### config.mk
export PLATFORM = sky130hd
export DESIGN_NAME = bcd_signed_add_subtract_top
export DESIGN_NICKNAME = d
export VERILOG_FILES = /design/src/bsas_pkg.sv /design/src/bsas_prep.sv /design/src/bsas_adder.sv /design/src/bsas_norm.sv /design/src/bcd_signed_add_subtract_top.sv
export VERILOG_INCLUDE_DIRS = /design/src /design/src/src
export SDC_FILE = /design/constraint.sdc
export NUM_CORES = 1
export LEC_CHECK = 0
export BUFFER_PORTS_ARGS = -buffer_cell sky130_fd_sc_hd__buf_2
export CAP_MARGIN = 10
export CORE_ASPECT_RATIO = 0.8
export CORE_MARGIN = 3
export CORE_UTILIZATION = 30
export DETAILED_ROUTE_END_ITERATION = 6
export GPL_TIMING_DRIVEN = 0
export PLACE_DENSITY_LB_ADDON = 0.08
export SYNTH_ARGS = -nofsm -noshare
export SYNTH_HDL_FRONTEND = slang
export SYNTH_SLANG_ARGS = --single-unit
export TNS_END_PERCENT = 30
### constraint.sdc
create_clock -name clk -period 4.65 [get_ports clk]
set_input_delay 0.465 -clock clk [delete_from_list [all_inputs] [get_ports clk]]
set_output_delay 0.465 -clock clk [all_outputs]
set_load 0.1 [all_outputs]
### src/bcd_signed_add_subtract_top_assert.svh
// Assertion macros for the signed BCD adder/subtractor.
// Each macro checks a property on the rising edge of clk, disabled during reset.
`ifndef BCD_SIGNED_ADD_SUBTRACT_TOP_ASSERT_SVH
`define BCD_SIGNED_ADD_SUBTRACT_TOP_ASSERT_SVH

// The consequent must hold in the same cycle as the antecedent.
`define BSAS_ASSERT_SAME(lbl, ante, cons, msg) \
  lbl: assert property (@(posedge clk) disable iff (!rst_n) (ante) |-> (cons)) \
    else $error(msg);

// The consequent must hold starting in the cycle after the antecedent.
`define BSAS_ASSERT_NEXT(lbl, ante, cons, msg) \
  lbl: assert property (@(posedge clk) disable iff (!rst_n) (ante) |=> (cons)) \
    else $error(msg);

`endif

### src/bsas_pkg.sv
`timescale 1ns / 1ps
// ----------------------------------------------------------------------------
// bsas_pkg
// Shared widths and transaction types for the signed BCD adder/subtractor.
// ----------------------------------------------------------------------------
package bsas_pkg;

  localparam int NUM_DIGITS = 16;
  localparam int FIELD_W    = 64;
  localparam int DIG_W      = 4 * NUM_DIGITS;
  localparam int CNT_W      = 5;

  typedef struct packed {
    logic [FIELD_W-1:0] a_digits;
    logic               a_negative;
    logic [FIELD_W-1:0] b_digits;
    logic               b_negative;
    logic               subtract;
  } in_t;

  typedef struct packed {
    logic [FIELD_W-1:0] result_digits;
    logic               result_negative;
    logic [CNT_W-1:0]   digit_count;
    logic               overflow;
    logic               invalid_digit;
  } out_t;

  // Operands ready for the binary adder: x already carries +6 in every digit.
  typedef struct packed {
    logic [DIG_W-1:0] x_biased;
    logic [DIG_W-1:0] y;
    logic             carry_in;
    logic             add_mode;
    logic             sign;
    logic             invalid;
  } prep_t;

  typedef struct packed {
    logic [DIG_W-1:0] digits;
    logic             sign;
    logic             overflow;
    logic             invalid;
  } sum_t;

endpackage

### src/bsas_prep.sv
`timescale 1ns / 1ps
// ----------------------------------------------------------------------------
// bsas_prep
// Checks digits, compares magnitudes and forms the adder operands.
// ----------------------------------------------------------------------------
module bsas_prep (
  input  logic           clk,
  input  logic           rst_n,
  input  logic           in_valid,
  input  bsas_pkg::in_t  in_data,
  output logic           out_valid,
  output bsas_pkg::prep_t out_data
);

  logic [bsas_pkg::DIG_W-1:0] a_mag;
  logic [bsas_pkg::DIG_W-1:0] b_mag;
  logic [bsas_pkg::DIG_W-1:0] big;
  logic [bsas_pkg::DIG_W-1:0] small_mag;
  logic [bsas_pkg::DIG_W-1:0] x_raw;
  logic                       eff_b_neg;
  logic                       a_ge_b;
  bsas_pkg::prep_t            prep_nxt;
  bsas_pkg::prep_t            prep_r;
  logic                       valid_r;

  assign a_mag     = in_data.a_digits[bsas_pkg::DIG_W-1:0];
  assign b_mag     = in_data.b_digits[bsas_pkg::DIG_W-1:0];
  assign eff_b_neg = in_data.b_negative ^ in_data.subtract;
  // Plain binary order matches decimal order for valid BCD words.
  assign a_ge_b    = (a_mag >= b_mag);
  assign big       = a_ge_b ? a_mag : b_mag;
  assign small_mag = a_ge_b ? b_mag : a_mag;

  always_comb begin
    prep_nxt.invalid  = 1'b0;
    prep_nxt.add_mode = (in_data.a_negative == eff_b_neg);
    for (int i = 0; i < bsas_pkg::NUM_DIGITS; i++) begin
      if ((a_mag[4*i +: 4] > 4'd9) || (b_mag[4*i +: 4] > 4'd9)) begin
        prep_nxt.invalid = 1'b1;
      end
    end
    if (prep_nxt.add_mode) begin
      x_raw             = a_mag;
      prep_nxt.y        = b_mag;
      prep_nxt.carry_in = 1'b0;
      prep_nxt.sign     = in_data.a_negative;
    end else begin
      // Ten's complement of the smaller magnitude: nines complement plus one.
      x_raw             = big;
      for (int i = 0; i < bsas_pkg::NUM_DIGITS; i++) begin
        prep_nxt.y[4*i +: 4] = 4'd9 - small_mag[4*i +: 4];
      end
      prep_nxt.carry_in = 1'b1;
      prep_nxt.sign     = a_ge_b ? in_data.a_negative : eff_b_neg;
    end
    for (int i = 0; i < bsas_pkg::NUM_DIGITS; i++) begin
      prep_nxt.x_biased[4*i +: 4] = x_raw[4*i +: 4] + 4'd6;
    end
  end

  always_ff @(posedge clk) begin
    if (!rst_n) begin
      valid_r <= 1'b0;
    end else begin
      valid_r <= in_valid;
    end
  end

  always_ff @(posedge clk) begin
    prep_r <= prep_nxt;
  end

  assign out_valid = valid_r;
  assign out_data  = prep_r;

endmodule

### src/bsas_adder.sv
`timescale 1ns / 1ps
// ----------------------------------------------------------------------------
// bsas_adder
// One binary add over the biased operands, then per-digit decimal correction.
// ----------------------------------------------------------------------------
module bsas_adder (
  input  logic            clk,
  input  logic            rst_n,
  input  logic            in_valid,
  input  bsas_pkg::prep_t in_data,
  output logic            out_valid,
  output bsas_pkg::sum_t  out_data
);

  localparam int SUM_W = bsas_pkg::DIG_W + 1;

  logic [SUM_W-1:0] sum;
  logic [SUM_W-1:0] carries;
  bsas_pkg::sum_t   sum_nxt;
  bsas_pkg::sum_t   sum_r;
  logic             valid_r;

  assign sum     = {1'b0, in_data.x_biased} + {1'b0, in_data.y}
                   + SUM_W'(in_data.carry_in);
  // Recover the carry into every bit position from the sum and its addends.
  assign carries = sum ^ {1'b0, in_data.x_biased} ^ {1'b0, in_data.y};

  always_comb begin
    for (int i = 0; i < bsas_pkg::NUM_DIGITS; i++) begin
      // A digit that produced no decimal carry still holds its +6 bias.
      if (carries[4*i+4]) begin
        sum_nxt.digits[4*i +: 4] = sum[4*i +: 4];
      end else begin
        sum_nxt.digits[4*i +: 4] = sum[4*i +: 4] - 4'd6;
      end
    end
    sum_nxt.overflow = in_data.add_mode & carries[bsas_pkg::DIG_W];
    sum_nxt.sign     = in_data.sign;
    sum_nxt.invalid  = in_data.invalid;
  end

  always_ff @(posedge clk) begin
    if (!rst_n) begin
      valid_r <= 1'b0;
    end else begin
      valid_r <= in_valid;
    end
  end

  always_ff @(posedge clk) begin
    sum_r <= sum_nxt;
  end

  assign out_valid = valid_r;
  assign out_data  = sum_r;

endmodule

### src/bsas_norm.sv
`timescale 1ns / 1ps
// ----------------------------------------------------------------------------
// bsas_norm
// Counts significant digits, fixes the sign of zero and blanks invalid input.
// ----------------------------------------------------------------------------
module bsas_norm (
  input  logic           clk,
  input  logic           rst_n,
  input  logic           in_valid,
  input  bsas_pkg::sum_t in_data,
  output logic           out_valid,
  output bsas_pkg::out_t out_data
);

  logic [bsas_pkg::CNT_W-1:0] count;
  bsas_pkg::out_t             res_nxt;
  bsas_pkg::out_t             res_r;
  logic                       valid_r;

  always_comb begin
    count = '0;
    for (int i = 0; i < bsas_pkg::NUM_DIGITS; i++) begin
      if (in_data.digits[4*i +: 4] != 4'd0) begin
        count = bsas_pkg::CNT_W'(i + 1);
      end
    end
    if (in_data.invalid) begin
      res_nxt.result_digits   = '0;
      res_nxt.result_negative = 1'b0;
      res_nxt.digit_count     = '0;
      res_nxt.overflow        = 1'b0;
      res_nxt.invalid_digit   = 1'b1;
    end else begin
      res_nxt.result_digits   = bsas_pkg::FIELD_W'(in_data.digits);
      res_nxt.result_negative = in_data.sign && (count != '0);
      res_nxt.digit_count     = count;
      res_nxt.overflow        = in_data.overflow;
      res_nxt.invalid_digit   = 1'b0;
    end
  end

  always_ff @(posedge clk) begin
    if (!rst_n) begin
      valid_r <= 1'b0;
    end else begin
      valid_r <= in_valid;
    end
  end

  always_ff @(posedge clk) begin
    res_r <= res_nxt;
  end

  assign out_valid = valid_r;
  assign out_data  = res_r;

endmodule

### src/bcd_signed_add_subtract_top.sv
`timescale 1ns / 1ps
// ----------------------------------------------------------------------------
// bcd_signed_add_subtract_top
// Sign-magnitude BCD adder/subtractor, one transaction per clock.
// ----------------------------------------------------------------------------
// A transaction is taken on every clock edge where start is high; busy is
// always low, so a new operand pair may follow in every cycle. Each result
// appears on out_payload after the four register stages below, flagged by
// out_valid for exactly one cycle, and must be captured then since the
// receiver cannot hold it off. The pipeline has four register stages: input
// capture, digit check with magnitude compare and operand forming, one wide
// binary add with decimal correction, and digit counting into the output
// register. Results leave in the order the transactions arrived.
module bcd_signed_add_subtract_top (
  input  logic           clk,
  input  logic           rst_n,
  input  logic           start,
  output logic           busy,
  input  bsas_pkg::in_t  in_payload,
  output logic           out_valid,
  output bsas_pkg::out_t out_payload
);

  `include "bcd_signed_add_subtract_top_assert.svh"

  logic            in_valid_r;
  bsas_pkg::in_t   in_r;
  logic            prep_valid;
  bsas_pkg::prep_t prep_data;
  logic            sum_valid;
  bsas_pkg::sum_t  sum_data;

  assign busy = 1'b0;

  always_ff @(posedge clk) begin
    if (!rst_n) begin
      in_valid_r <= 1'b0;
    end else begin
      in_valid_r <= start && !busy;
    end
  end

  always_ff @(posedge clk) begin
    in_r <= in_payload;
  end

  bsas_prep u_prep (
    .clk       (clk),
    .rst_n     (rst_n),
    .in_valid  (in_valid_r),
    .in_data   (in_r),
    .out_valid (prep_valid),
    .out_data  (prep_data)
  );

  bsas_adder u_adder (
    .clk       (clk),
    .rst_n     (rst_n),
    .in_valid  (prep_valid),
    .in_data   (prep_data),
    .out_valid (sum_valid),
    .out_data  (sum_data)
  );

  bsas_norm u_norm (
    .clk       (clk),
    .rst_n     (rst_n),
    .in_valid  (sum_valid),
    .in_data   (sum_data),
    .out_valid (out_valid),
    .out_data  (out_payload)
  );

  `BSAS_ASSERT_SAME(a_busy_low, 1'b1, !busy, "busy must stay low")
  `BSAS_ASSERT_NEXT(a_accept_capture, start && !busy, in_valid_r,
                    "accepted transaction was not captured")
  `BSAS_ASSERT_SAME(a_zero_positive, out_valid && (out_payload.digit_count == '0),
                    !out_payload.result_negative, "zero result must be positive")
  `BSAS_ASSERT_SAME(a_invalid_blank, out_valid && out_payload.invalid_digit,
                    (out_payload.result_digits == '0) && !out_payload.overflow,
                    "invalid input must give a blank result")

endmodule

# --- Word-level counts from Yosys, hierarchy flattened ---
# Index checks and enable logic that the tools add are counted.
classes:
  addsub: 50
  order_cmp: 33
  eq_ne: 1
  muxes: 40
  bitwise_logic: 4
  n_reduce_logical: 35
op_table:
  columns: ["cell", "count"]
  rows:
  - ["2-to-1 mux 64 bit", 3]
  - ["XOR 65 x 64 -> 65 bit", 2]
  - ["> comparator 4 bit (second input constant)", 32]
  - ["2-to-1 mux 4 bit", 24]
  - ["adder 64 x 64 -> 65 bit", 1]
  - ["adder 65 x 1 -> 65 bit", 1]
  - ["2-to-1 mux 65 bit", 1]
  - ["adder 4 x 3 -> 4 bit (second input constant)", 16]
  - [">= comparator 64 bit", 1]
  - ["nonzero test 4 bit", 16]
  - ["subtractor 4 x 3 -> 4 bit (second input constant)", 16]
  - ["subtractor 4 bit (first input constant)", 16]
  - ["logical OR 1 bit", 16]
  - ["OR reduction 15 bit", 1]
  - ["2-to-1 mux 3 bit", 4]
  - ["2-to-1 mux 1 bit", 5]
  - ["2-to-1 mux 5 bit", 1]
  - ["nonzero test 5 bit", 1]
  - ["2-to-1 mux 2 bit", 2]
  - ["AND 1 bit", 1]
  - ["equality test 1 bit", 1]
  - ["logical AND 1 bit", 1]
  - ["XOR 1 bit", 1]
word_totals:
  reg_bits: 406
  input_bits: 134
  out_inout_bits: 74
  wordCells: 187

# --- Logic depth before layout (Yosys ltp) ---
logic_depth:
  ltp_word: 19
  mapped_depth: 19
  depth_no_buf: 19

# --- Modules after synthesis ---
# Synthesis repeated with hierarchy kept, for this count alone.
unflattened:
  hier_cells: 2007
  hier_area_um2: 18891.9
modules_own_cells:
  columns: ["module", "n_inst", "cells_per_inst", "area_per_inst_um2", "seq_area_each_um2"]
  rows:
  - ["bsas_prep", 1, 938, 7607.3, 2662.6]
  - ["bsas_adder", 1, 738, 6398.6, 1361.3]
  - ["bcd_signed_add_subtract_top", 1, 135, 2660.1, 2642.5]
  - ["bsas_norm", 1, 196, 2225.9, 1461.4]

# --- Worst setup path before layout ---
# Ideal clock, no wire load.
synth_path:
  kind: "reg-to-reg"
  from: "reg in_r[43] in the netlist's numbering"
  to: "reg u_prep.prep_r (netlist bit u_prep.out_data[7])"
  setup_time_ns: 0.126
  arrival_time_ns: 3.540
  required_ns: 4.524
  slack_ns: 0.984
  path_stages_with_launch: 20
  path_buffers: 3
  synth_period_minus_slack_ns: 3.666
  path_cell_list: "dfxtp_1 inv_1 ha_1 a21o_1 a21o_1 a21o_1 a21o_1 a21oi_1 o21ai_1 o21bai_1 a31o_2 clkbuf_1 nand2_1 buf_2 buf_2 a21oi_1 ha_1 o31a_1 o32ai_1 a31oi_1"
synth_lines:
  columns: ["item", "line", "rtl"]
  rows:
  - ["from (decl)", "bcd_signed_add_subtract_top.sv:27", "bsas_pkg::in_t in_r;"]
  - ["from (signal assigned)", "bcd_signed_add_subtract_top.sv:44", "in_r <= in_payload;"]
  - ["to (signal assigned)", "bsas_prep.sv:70", "prep_r <= prep_nxt;"]
  - ["to (decl)", "bsas_prep.sv:23", "bsas_pkg::prep_t prep_r;"]

==> results summary <==
The run finished with clean final reports. The cell type with the largest total area after synthesis is sky130_fd_sc_hd__dfxtp_1. The worst setup path is captured at a register. For this run, the leading register cell type out of synthesis is sky130_fd_sc_hd__dfxtp_1. After synthesis, the cell types taking the most area are sky130_fd_sc_hd__dfxtp_1 44%, sky130_fd_sc_hd__ha_1 12%, sky130_fd_sc_hd__a21oi_1 3.8%. The die area is 64500 um^2. The post-layout net count came out at 2587. Setup repair after global routing left no endpoint under its margin. The async set or reset register ratio after synthesis is 0%. The worst relative slew slack is 11.7%. The area share of the leading cell type in the synthesized netlist is 44.1%. The number of warnings printed during yosys synthesis came out at 0.

For the pin with the worst max-slew slack, the measured transition is 1310 ps. The first detailed-routing pass ran for 6 iterations. The area taken by flip-flops and latches came out at 8130 um^2. In this run the mean area of a mapped cell was 9.79 um^2. The synthesized design contains 406 register bits. The proportion of synthesized chip area in sequential cells is 44.1%. The post-placement setup slack is -333 ps.

Of all nets on the critical path, the largest fanout is 4. The number of port buffers is 206. The global-route wire length before repair is 93.5 mm.

The initial antenna violation count came to 0. The area of the multi-input gates came out at 9680 um^2. After floorplanning, the core was divided into 80 placement rows. The compound-gate portion of the synthesized area came out at 17.8%. The clock power share is 26.9%. The initial standard-cell utilization of the core came out at 30.6%.

The path class of the tightest hold or removal check is input port to register. The area of the core region is 60300 um^2. The start point of the worst min-delay path is start. The area share of and/or/nand/nor cells after synthesis came out at 11.6%. Summed over all failing endpoints, the final setup total negative slack is 0 ps. The maximum clock frequency is 226 MHz.

The sum of overflow across all layers after global routing came out at 0. The net switching power of the design is 4.91 mW. The clock tree root driver cell is sky130_fd_sc_hd__clkbuf_16. The utilization after layout came out at 39.0%. After layout, the minimum clock period comes to 4420 ps. The insertion delay to the later sink of the worst-skew pair is 580 ps.

The share of power burned in combinational logic is 39.9%. The adder-cell area share of the yosys netlist came out at 12.1%. The non-filler instance count after layout is 3132. The number of max-cap violations came out at 0. Of the total power, the share spent switching nets is 35.8%.

The worst-case hold slack is 120 ps. sky130_fd_sc_hd__dfxtp_1 is the most common cell in the netlist. The post-route clock period utilization is 95.1%.

The number of primary I/O pins is 208. In this run the cell area of the synthesized design comes to 18400 um^2. The portion of synthesized area spent on multiplexers is 3.66%. The vertical die dimension is 228 um. The clock-pin slew on the worst setup and hold paths is 70 ps. VDD sags by at most 239 uV.

The number of unique standard cell types used by synthesis came out at 78. The critical path data arrival time is 4930 ps. The routed wire length came out at 62.9 mm. Internal power comes to 8.79 mW.

The detailed router placed 15.1k vias in this run. Counting every sink on the clock net gives 406. STA classifies the critical path startpoint as a register. CTS built an H-tree with a depth of 2. After Yosys synthesis, XOR and XNOR cells account for 7.00% of the synthesized area.

The setup path with the least slack is of type register to register. The mean routed wirelength per cell is 20.1 um. The via count of the first global-routing pass is 15.2k.

The instance count after placement with tap cells included is 2912. After synthesis, the largest family of logic cells by area is compound AO/OA/AOI/OAI gates. The number of filler cells placed in the layout came out at 6128. The clock passes through at most 3 buffers. The sum of net half-perimeters after detailed placement came out at 48.8 mm.

The cell count after synthesis came out at 1884. The start point of the critical path is u_prep.out_data[3]. The ratio of routed vias to standard cells came out at 4.83.

The leakage power is 10.7 nW. The number of nets produced by synthesis is 2195. The hold violation count in the final report is 0. The number of antenna-violating nets in the routed design is 0. Counting flops with a built-in enable in the synthesized netlist gives 0. The total power density per cell area is 583 nW/um^2. The largest net degree at the start of global routing is 17.

From synthesis to final layout, the design area changed by 27.5%. Counting the buffers created by CTS gives 44. TritonCTS built the clock tree. The antenna cell count is 0.

Setup violations remaining at the end of the flow were counted as 0. The launch instance of the worst register-to-register path is u_prep.out_data[3]. Counting instances in the post-synthesis netlist gives the leading cell types as 406 x sky130_fd_sc_hd__dfxtp_1, 175 x sky130_fd_sc_hd__ha_1, 141 x sky130_fd_sc_hd__a21oi_1. The part of the power in registers is 33.1%.

The routability congestion estimate came out at 0.855. The worst setup slack after layout is 226 ps. The iteration-0 DRC count of the detailed router is 1022. The floorplan step set the die width to 283 um. The proportion of layout cells with a drive suffix above 1 is 16.1%. Between clock sinks in the finished design, the worst skew comes to 28.0 ps.

The worst endpoint required time came out at 5160 ps. After detailed routing, the number of remaining DRC violations is 0. The aggregate global-route resource usage is 19.0%. The max-slew violation count is 0.
## worst max-delay path, stage by stage (launching register included)
cell and delay [ps]:
sky130_fd_sc_hd__dfxtp_1 340, sky130_fd_sc_hd__inv_1 60, sky130_fd_sc_hd__fa_1 450, sky130_fd_sc_hd__nor2b_1 180, sky130_fd_sc_hd__o31ai_2 130, sky130_fd_sc_hd__a31oi_4 260, sky130_fd_sc_hd__a211oi_2 200, sky130_fd_sc_hd__o22ai_2 300
sky130_fd_sc_hd__or2_1 350, sky130_fd_sc_hd__a31oi_2 250, sky130_fd_sc_hd__o41a_4 590, sky130_fd_sc_hd__o31ai_4 310, sky130_fd_sc_hd__xor2_2 190, sky130_fd_sc_hd__ha_1 180, sky130_fd_sc_hd__nor2_1 60, sky130_fd_sc_hd__and2_1 160
sky130_fd_sc_hd__a21oi_1 200, sky130_fd_sc_hd__xnor2_1 140
## what timing repair did
item / CTS / global route
endpoints found under the hold margin: 131 / 0
cloned: 0 / 0
resized for setup: 8 / 10
hold buffers: 131 / 0
buffers inserted: 1 / 7
endpoints found under the setup margin: 24 / 38
pin swaps: 1 / 5
## cells by family after synthesis
family	count (synthesis)
AOI/OAI and AO/OA	488
xor gates and xnor gates	137
adders and majority gates	177
buffers and inverters	173
DFF	406
muxes	65
other	1
and+or+nand+nor	437
## final timing paths
kind | end | depth (start not counted) | slack, ps
worst min-delay path | in_valid_r | 2 | 120
worst max register to register | u_adder.out_data[66] | 17 | 230
worst max-delay path | u_adder.out_data[66] | 17 | 230
worst min register to register | u_adder.out_data[2] | 0 | 330
## layout by cell type (no fill, tap or decap), types with 18 or more instances in the layout
cell type / netlist / final
sky130_fd_sc_hd__nor3_1: 43 / 42
sky130_fd_sc_hd__xnor2_1: 64 / 64
sky130_fd_sc_hd__o21ai_1: 18 / 18
sky130_fd_sc_hd__ha_1: 175 / 175
sky130_fd_sc_hd__a21o_1: 57 / 57
sky130_fd_sc_hd__dlygate4sd3_1: 0 / 131
sky130_fd_sc_hd__inv_1: 105 / 105
sky130_fd_sc_hd__dfxtp_1: 406 / 406
sky130_fd_sc_hd__nor2_1: 83 / 83
sky130_fd_sc_hd__clkbuf_1: 40 / 39
sky130_fd_sc_hd__nand2b_1: 20 / 20
sky130_fd_sc_hd__nor2b_1: 82 / 82
sky130_fd_sc_hd__xor2_1: 65 / 65
sky130_fd_sc_hd__a31oi_1: 24 / 24
sky130_fd_sc_hd__a21oi_1: 141 / 141
sky130_fd_sc_hd__nand2_1: 130 / 129
sky130_fd_sc_hd__nand4_1: 31 / 31
sky130_fd_sc_hd__clkbuf_16: 0 / 45
sky130_fd_sc_hd__o21ai_0: 104 / 104
sky130_fd_sc_hd__buf_2: 20 / 223
sky130_fd_sc_hd__mux2i_1: 48 / 48
## power groups by stage
stage / clock, mW / sequential [mW] / combinational [mW]
after floorplan: 0 / 4.47 / 4.08
after global placement: 0 / 4.63 / 5.29
after detailed placement: 0 / 4.63 / 5.31
after CTS: 3.82 / 4.55 / 5.44
after global routing: 3.95 / 4.62 / 6.08
final: 3.69 / 4.54 / 5.47
## registers in the layout (all words and copies together) (netlist names)
signal and flops:
u_prep.out_data 132, in_r 131, u_norm.out_data 72, u_adder.out_data 67, in_valid_r 1, u_adder.out_valid 1
u_norm.out_valid 1, u_prep.out_valid 1
## layout make-up
cell class                      instances  area share [%]
Multi-Input combinational cell       1305            41.2
Sequential cell                       406            34.6
Timing Repair Buffer                  347            10.4
Clock buffer                           53            5.09
Tap cell                              820            4.36
Inverter                              105            1.68
Clock inverter                         29            1.44
Buffer                                 67            1.31
## per-layer routing
layer | share of wire, % | global-route usage (%)
met1 | 51 | 28.3
met2 | 42 | 28.6
met3 | 5.3 | 2.89
met4 | 1.9 | 4.33
met5 | 0 | 0
## per-stage QoR
stage	cell area [um^2]	total power, mW
floorplan	18400	8.55
global placement	20500	9.91
detailed placement	20500	9.93
CTS	23400	13.8
global route	23500	14.6
finish	23500	13.7
Note: power is estimated with default switching activity, not from simulation.
